`config.mk`:
```
export PLATFORM = sky130hd
export DESIGN_NAME = ultrasonic_echo_ranger
export DESIGN_NICKNAME = d
export VERILOG_FILES = /design/src/sv/uer_pkg.sv /design/src/sv/ultrasonic_echo_ranger.sv
export SDC_FILE = /design/constraint.sdc
export NUM_CORES = 1
export LEC_CHECK = 0
export BUFFER_PORTS_ARGS = -buffer_cell sky130_fd_sc_hd__clkbuf_2
export CAP_MARGIN = 20
export CORE_MARGIN = 4
export CORE_UTILIZATION = 55
export DETAILED_ROUTE_END_ITERATION = 10
export HOLD_SLACK_MARGIN = 0.1
export PLACE_DENSITY = 0.84
export SKIP_CTS_REPAIR_TIMING = 1
export SLEW_MARGIN = 0
export SYNTH_ARGS = -nofsm -noshare
export SYNTH_HDL_FRONTEND = slang
export SYNTH_SLANG_ARGS = --single-unit
```
`constraint.sdc`:
```
create_clock -name clk -period 4.82 [get_ports clk]
set_input_delay 0.241 -clock clk [delete_from_list [all_inputs] [get_ports clk]]
set_output_delay 0.241 -clock clk [all_outputs]
set_load 0.02 [all_outputs]
```
`src/sv/uer_pkg.sv`:
```
// Shared types and constants for the ultrasonic echo ranger.
`timescale 1ns / 1ps

package uer_pkg;

	// event codes on func
	localparam logic [1:0] FN_START = 2'd0;
	localparam logic [1:0] FN_ECHO  = 2'd1;
	localparam logic [1:0] FN_OVF   = 2'd2;
	localparam logic [1:0] FN_TICK  = 2'd3;

	// status codes
	localparam logic [1:0] STAT_OK      = 2'd0;
	localparam logic [1:0] STAT_NO_ECHO = 2'd1;
	localparam logic [1:0] STAT_TIMEOUT = 2'd2;

	// configuration register indexes
	localparam logic [1:0] CFG_TEMP    = 2'd0;
	localparam logic [1:0] CFG_TIMEOUT = 2'd1;
	localparam logic [1:0] CFG_KHZ     = 2'd2;

	localparam logic [7:0]  TEMP_RST    = 8'd22;
	localparam logic [7:0]  TIMEOUT_RST = 8'd30;
	localparam logic [15:0] KHZ_RST     = 16'd1000;

	// speed of sound, decimeters per second
	localparam logic [12:0] SPD_BASE   = 13'd3313;
	localparam logic [12:0] SPD_SLOPE  = 13'd6;
	localparam logic [12:0] SPD_DERATE = 13'd17;
	// floor(v/100) == (v*5243) >> 19 for v below 43690
	localparam logic [25:0] RECIP_100  = 26'd5243;

	localparam logic [25:0] US_SCALE = 26'd1000;
	localparam logic [25:0] CM_SCALE = 26'd100;

	// numerator width of the serial divider, one quotient bit per step
	localparam int DIV_STEPS = 26;

	typedef enum logic [1:0] {
		PH_IDLE = 2'd0,
		PH_TRIG = 2'd1,
		PH_MEAS = 2'd2
	} phase_t;

	typedef enum logic [2:0] {
		S_IDLE,
		S_DIV_US,
		S_CM_LOAD,
		S_DIV_CM,
		S_DONE
	} state_t;

endpackage

```
`src/sv/ultrasonic_echo_ranger.sv`:
```
// Ultrasonic echo ranger: event sequencer, bit-serial divider and result register.
`timescale 1ns / 1ps

// Usage:
//  Input channel (in_valid/in_ready) carries one event per beat: func selects
//  start, echo edge, counter overflow or millisecond tick; capture_count is
//  sampled on echo edges. Every input beat yields exactly one output beat on
//  out_valid/out_ready (trigger_pulse, done_res, status, echo_us, distance_cm).
//  Configuration (temperature, timeout, counter frequency) is written through
//  cfg_we/cfg_index/cfg_data while the block is idle; timeout and frequency
//  writes take effect at once, temperature writes through the speed registers.
//  An event that does not end a measurement passes the done state to out_valid.
//  The echo edge that ends a measurement first runs a shared restoring divider,
//  one quotient bit per cycle, 26 steps for count*1000/khz then 26 for us*100/(2v).
//  One event is in flight at a time; in_ready returns the cycle after the
//  result moves into the output register, so a new event is taken while the
//  previous result still waits there. When the receiver stalls, the output
//  register holds its beat and at most one further result waits internally.
//  Reset (arst_n low) clears the phase to idle, the timeout counter to zero,
//  the output register to empty and the registers to 22 C, 30 ms, 1000 kHz.
module ultrasonic_echo_ranger (
	input  logic        clk,
	input  logic        arst_n,
	input  logic        cfg_we,
	input  logic [1:0]  cfg_index,
	input  logic [15:0] cfg_data,
	input  logic        in_valid,
	output logic        in_ready,
	input  logic [1:0]  func,
	input  logic [15:0] capture_count,
	output logic        out_valid,
	input  logic        out_ready,
	output logic        trigger_pulse,
	output logic        done_res,
	output logic [1:0]  status,
	output logic [15:0] echo_us,
	output logic [10:0] distance_cm
);
	import uer_pkg::*;

	// configuration
	logic [7:0]  temp_q;
	logic [7:0]  timeout_q;
	logic [15:0] khz_q;

	// speed of sound pipeline
	logic [12:0] spd0_q;
	logic [5:0]  spd_hund_q;
	logic [12:0] spd_q;
	logic [25:0] spd_prod;

	// control
	state_t      state_q, state_d;
	phase_t      phase_q, phase_d;
	logic [7:0]  ms_left_q, ms_left_d;
	logic        busy;
	logic        in_fire;
	logic        meas_end;
	logic        res_trig_d, res_done_d;
	logic [1:0]  res_status_d;

	// pending result
	logic        res_trig_q, res_done_q;
	logic [1:0]  res_status_q;
	logic [15:0] res_us_q;

	// divider
	logic [25:0] num_q;
	logic [15:0] rem_q;
	logic [15:0] quo_q;
	logic        sat_q;
	logic [4:0]  cnt_q;
	logic [15:0] dvs_q;
	logic [16:0] trial;
	logic [16:0] diff;
	logic        ge;
	logic        div_last;
	logic [15:0] us_w;

	// FSM outputs
	logic        div_step;
	logic        cm_load;
	logic        out_load;

	// output register
	logic        out_valid_q;
	logic        out_trig_q, out_done_q;
	logic [1:0]  out_status_q;
	logic [15:0] out_us_q;
	logic [10:0] out_cm_q;

	always_ff @(posedge clk or negedge arst_n) begin
		if (!arst_n) begin
			temp_q    <= TEMP_RST;
			timeout_q <= TIMEOUT_RST;
			khz_q     <= KHZ_RST;
		end else if (cfg_we) begin
			case (cfg_index)
				CFG_TEMP:    temp_q    <= cfg_data[7:0];
				CFG_TIMEOUT: timeout_q <= cfg_data[7:0];
				CFG_KHZ:     khz_q     <= cfg_data;
				default:     ;
			endcase
		end
	end

	// v = 3313 + 6T; v -= (v/100)*17, registered through spd0_q, spd_hund_q and spd_q
	assign spd_prod = 26'(spd0_q) * RECIP_100;

	always_ff @(posedge clk) begin
		spd0_q     <= SPD_BASE + 13'(temp_q) * SPD_SLOPE;
		spd_hund_q <= spd_prod[24:19];
		spd_q      <= spd0_q - 13'(spd_hund_q) * SPD_DERATE;
	end

	assign in_fire  = in_valid && in_ready;
	assign busy     = phase_q inside {PH_TRIG, PH_MEAS};
	assign meas_end = (func == FN_ECHO) && (phase_q == PH_MEAS);

	// event decode
	always_comb begin
		phase_d      = busy ? phase_q : PH_IDLE;
		ms_left_d    = ms_left_q;
		res_trig_d   = 1'b0;
		res_done_d   = 1'b0;
		res_status_d = STAT_OK;
		case (func)
			FN_START: begin
				phase_d    = PH_TRIG;
				ms_left_d  = timeout_q;
				res_trig_d = 1'b1;
			end
			FN_ECHO: begin
				if (phase_q == PH_TRIG) begin
					phase_d = PH_MEAS;
				end else if (phase_q == PH_MEAS) begin
					phase_d    = PH_IDLE;
					res_done_d = 1'b1;
				end
			end
			FN_OVF: begin
				if (busy) begin
					phase_d      = PH_IDLE;
					res_done_d   = 1'b1;
					res_status_d = STAT_NO_ECHO;
				end
			end
			FN_TICK: begin
				if (busy) begin
					if (ms_left_q <= 8'd1) begin
						ms_left_d    = 8'd0;
						phase_d      = PH_IDLE;
						res_done_d   = 1'b1;
						res_status_d = STAT_TIMEOUT;
					end else begin
						ms_left_d = ms_left_q - 8'd1;
					end
				end
			end
			default: ;
		endcase
	end

	// next state
	always_comb begin
		state_d = state_q;
		case (state_q)
			S_IDLE: begin
				if (in_fire)
					state_d = meas_end ? S_DIV_US : S_DONE;
			end
			S_DIV_US: begin
				if (div_last)
					state_d = S_CM_LOAD;
			end
			S_CM_LOAD: state_d = S_DIV_CM;
			S_DIV_CM: begin
				if (div_last)
					state_d = S_DONE;
			end
			S_DONE: begin
				if (!out_valid_q || out_ready)
					state_d = S_IDLE;
			end
			default: state_d = S_IDLE;
		endcase
	end

	// FSM outputs
	always_comb begin
		in_ready = 1'b0;
		div_step = 1'b0;
		cm_load  = 1'b0;
		out_load = 1'b0;
		case (state_q)
			S_IDLE:    in_ready = 1'b1;
			S_DIV_US:  div_step = 1'b1;
			S_CM_LOAD: cm_load  = 1'b1;
			S_DIV_CM:  div_step = 1'b1;
			S_DONE:    out_load = !out_valid_q || out_ready;
			default:   ;
		endcase
	end

	always_ff @(posedge clk or negedge arst_n) begin
		if (!arst_n) begin
			state_q   <= S_IDLE;
			phase_q   <= PH_IDLE;
			ms_left_q <= 8'd0;
		end else begin
			state_q <= state_d;
			if (in_fire) begin
				phase_q   <= phase_d;
				ms_left_q <= ms_left_d;
			end
		end
	end

	// restoring divider, one quotient bit per cycle
	assign trial    = {rem_q, num_q[25]};
	assign ge       = trial >= {1'b0, dvs_q};
	assign diff     = trial - {1'b0, dvs_q};
	assign div_last = cnt_q == 5'(DIV_STEPS - 1);
	assign us_w     = sat_q ? 16'hFFFF : quo_q;

	always_ff @(posedge clk) begin
		if (in_fire) begin
			res_trig_q   <= res_trig_d;
			res_done_q   <= res_done_d;
			res_status_q <= res_status_d;
			res_us_q     <= 16'd0;
			quo_q        <= 16'd0;
			num_q        <= 26'(capture_count) * US_SCALE;
			rem_q        <= 16'd0;
			sat_q        <= 1'b0;
			cnt_q        <= 5'd0;
			dvs_q        <= khz_q;
		end else if (cm_load) begin
			res_us_q <= us_w;
			num_q    <= 26'(us_w) * CM_SCALE;
			rem_q    <= 16'd0;
			quo_q    <= 16'd0;
			sat_q    <= 1'b0;
			cnt_q    <= 5'd0;
			// halving folded into the divisor
			dvs_q    <= 16'({spd_q, 1'b0});
		end else if (div_step) begin
			rem_q <= ge ? diff[15:0] : trial[15:0];
			num_q <= {num_q[24:0], 1'b0};
			quo_q <= {quo_q[14:0], ge};
			sat_q <= sat_q | quo_q[15];
			cnt_q <= cnt_q + 5'd1;
		end
	end

	// output register
	always_ff @(posedge clk or negedge arst_n) begin
		if (!arst_n)
			out_valid_q <= 1'b0;
		else if (out_load)
			out_valid_q <= 1'b1;
		else if (out_ready)
			out_valid_q <= 1'b0;
	end

	always_ff @(posedge clk) begin
		if (out_load) begin
			out_trig_q   <= res_trig_q;
			out_done_q   <= res_done_q;
			out_status_q <= res_status_q;
			out_us_q     <= res_us_q;
			out_cm_q     <= quo_q[10:0];
		end
	end

	assign out_valid     = out_valid_q;
	assign trigger_pulse = out_trig_q;
	assign done_res      = out_done_q;
	assign status        = out_status_q;
	assign echo_us       = out_us_q;
	assign distance_cm   = out_cm_q;

	a_meas_starts_div: assert property (@(posedge clk) disable iff (!arst_n)
		in_fire && meas_end |=> state_q == S_DIV_US)
		else $error("measurement end did not start the divider");

	a_err_zero_us: assert property (@(posedge clk) disable iff (!arst_n)
		out_load && res_status_q != STAT_OK |-> res_us_q == 16'd0 && quo_q == 16'd0)
		else $error("error result carries nonzero echo time or distance");

	a_cm_range: assert property (@(posedge clk) disable iff (!arst_n)
		out_load |-> quo_q <= 16'd1200)
		else $error("distance out of range");

	a_out_from_done: assert property (@(posedge clk) disable iff (!arst_n)
		$rose(out_valid_q) |-> $past(state_q) == S_DONE)
		else $error("output beat raised outside the done state");

endmodule
```
==> impl_metrics.ini <==
[floorplan]
start_util_pct = 56.3
rows = 63
coreArea_sq_um = 29900
num_io_pins = 74
die_w_microns = 183
dieArea_sq_um = 33500
fp.dieH_microns = 183

[logic_synthesis]
synth_top_cell_area_share_pct = 19.3
synthTopCellsByArea = ha_1 19%, fa_1 15%, edfxtp_1 13%
ys_ff_latch = 206
yosysMostFrequentCell = inv_1
ys_warn_count = 0
synth_flop_cell = dfxtp_1
syn_avg_cell_area_sq_um = 9.96
synth_seq_area_share_pct = 30.4
synth_edf_count = 74
async_reset_ff_share_pct = 22.3
syn_area_sq_um = 16800
synth_common_cells = 320 x inv_1, 259 x ha_1, 126 x fa_1
yosys.area.top_type = ha_1
netlist_instances = 1689
ys_types = 73
synth_fp_nets = 2115

[detailed_routing]
finalWirelength_microns = 36200
drt_pass1_iterations = 5
via_count = 12300
drc = 0
route.antenna.remaining_nets = 0
drt_iter0_drc = 633
viasPerCell = 5.55
wl_per_cell_microns = 16.3

[sta]
holdWs_ns = 0.0802
fin_crit_sh_pct = 98.5
clock.fmax_ghz = 0.211
setup_viol_count_final = 0
maxSlewViolCount = 0
hold_viol_final = 0
worstMarginPinSlew_ns = 1.00
skew_ns = 0.0178
setup_ws_ns = 0.0717
slew-limit-headroom_pct = 33.1
fin_crit_ns = 4.75

[clock_network]
cts_sinks = 206
htreeDepth = 1
cts_buffer_depth = 3
numCtsBuffers = 21
clk_latency_ns = 0.50
cts-root-buf = clkbuf_16
path_clk_slew_ns = 0.06
cts_tree = done

[flow_run]
maxCapViolCount = 0

[setup_path]
r2r_slack_ns = 0.07
cp.arrival_ns = 5.17
crit_fanout = 6
critical_path.top_delay_family = adder cells
crit_type = reg -> reg
path_cells = buf_6 -> buf_4 -> fa_1 -> ha_1 -> inv_1 -> fa_1 -> inv_1 -> fa_1 -> inv_1 -> fa_1 -> inv_1 -> ha_1 -> nand2_1 -> nor2_1 -> nand2_1 -> o21bai_2 -> a2111oi_4 -> o31ai_4 -> buf_4 -> xor2_1
cpPeakStageDelay_ns = 0.55
crit_buf_inv = 7
required_ns = 5.24
endpoint_kind = flop
cp-start-kind = flop
slowest_stage = fa_1

[cells_and_area]
stdcell_count = 2212
syn_to_final_growth_pct = 12.1
nFillCells = 2219
multi_input_area_sq_um = 10500
ff_latch_area_sq_um = 5120
diodes = 0
nNetsFinal = 2233
drive_gt1_share_pct = 13.0

[placed_design]
dp_hpwl_microns = 27800
pre_cts_slack_ns = -0.193
placed_cells = 2150
port_buffers = 73
place_congestion = 0.878

[grt]
grt_max_degree = 54
grt_overflow = 0
antenna_found_initial = 0
grt_pass1_wl_microns = 58400
track_usage_pct = 20.7
grt_pass1_vias = 12500

[worst_hold_path]
hold_path.class = in -> reg

[outcome]
outcome = finished clean
metrics by stage:
stage	setup TNS, ns	cell area [sq um]	util [%]
after floorplan	0	16800	-
after global placement	-0.0110	17800	59.5
after detailed placement	-0.256	17800	59.6
after CTS	-0.399	18500	61.9
after global routing	-0.0904	18900	63.1
final	0	18900	63.1
worst min-delay path, delay by kind of cell:
| family | cells | cell delay [ns] |
|---|---|---|
| AND/OR/NAND/NOR | 2 | 0.22 |
| buffers and inverters | 1 | 0.07 |
flip-flops by register name (all words and copies together), names as in the netlist, 2 cells and up:
register	cells
res_status_q	2
quo_q	16
timeout_q	8
phase_q	2
ms_left_q	8
res_us_q	16
status	2
dvs_q	16
cnt_q	5
distance_cm	11
spd0_q	12
khz_q	16
rem_q	16
state_q	3
num_q	24
echo_us	16
spd_q	13
spd_hund_q	6
temp_q	8
logic make-up after synthesis:
logic type / Yosys count / share of synthesized area (%)
AOI/OAI and AO/OA: 327 / 12.5
xor gates and xnor gates: 69 / 3.59
adders and majority gates: 385 / 34.3
buffers and inverters: 355 / 7.97
DFF: 206 / 30.4
muxes: 45 / 2.90
and+or+nand+nor: 302 / 8.38
routing by layer:
layer | part of all wire, % | up-vias | GRT usage (%)
li1 | - | 5945 | -
met1 | 42 | 5941 | 27.0
met2 | 51 | 310 | 37.1
met3 | 4.0 | 81 | 2.26
met4 | 3.1 | 0 | 5.39
met5 | 0 | - | 0
cell type report:
class                   instances  share of cell area, %
clock buffers                  26                   3.11
clock inverters                12                  0.451
inverters                     321                   6.39
multi-input cells            1128                   55.6
flip-flops and latches        206                   27.2
well taps                     390                   2.59
repair buffers                129                   4.72
cells in the final DEF, fill, tap and decap left out, drive strengths merged, types with 5 or more instances in the layout:
master       count
inv            325
ha             259
fa             126
nand2          124
a21oi          100
clkbuf         100
dfxtp           86
edfxtp          74
o21ai           69
nor2            60
xnor2           40
buf             38
a21o            37
dfrtp           33
mux2            30
xor2            29
nor3            20
nand3           19
dlygate4sd3     17
mux2i           15
and3            14
a31oi           14
dfstp           13
or2             13
a211oi          12
o22ai           11
o21bai          10
nor2b           10
o31ai           10
nand4            9
nor3b            8
o21a             8
o211ai           8
clkinv           7
a32oi            6
nor4             6
a211o            5
path summary, 6_finish.rpt:
kind / start / end / depth (start not counted)
max: spd0_q[11] / spd_hund_q[4] / 20
min: out_ready / out_valid / 3
max reg2reg: spd0_q[11] / spd_hund_q[4] / 20
min reg2reg: spd_hund_q[0] / spd_q[0] / 1
max in group asynchronous: arst_n / timeout_q[1] / 3
min in group asynchronous: arst_n / khz_q[12] / 2
Power is left out: the tool's default activity adds up to more than one toggle a clock period on the data nets, which glitch-free logic cannot reach.
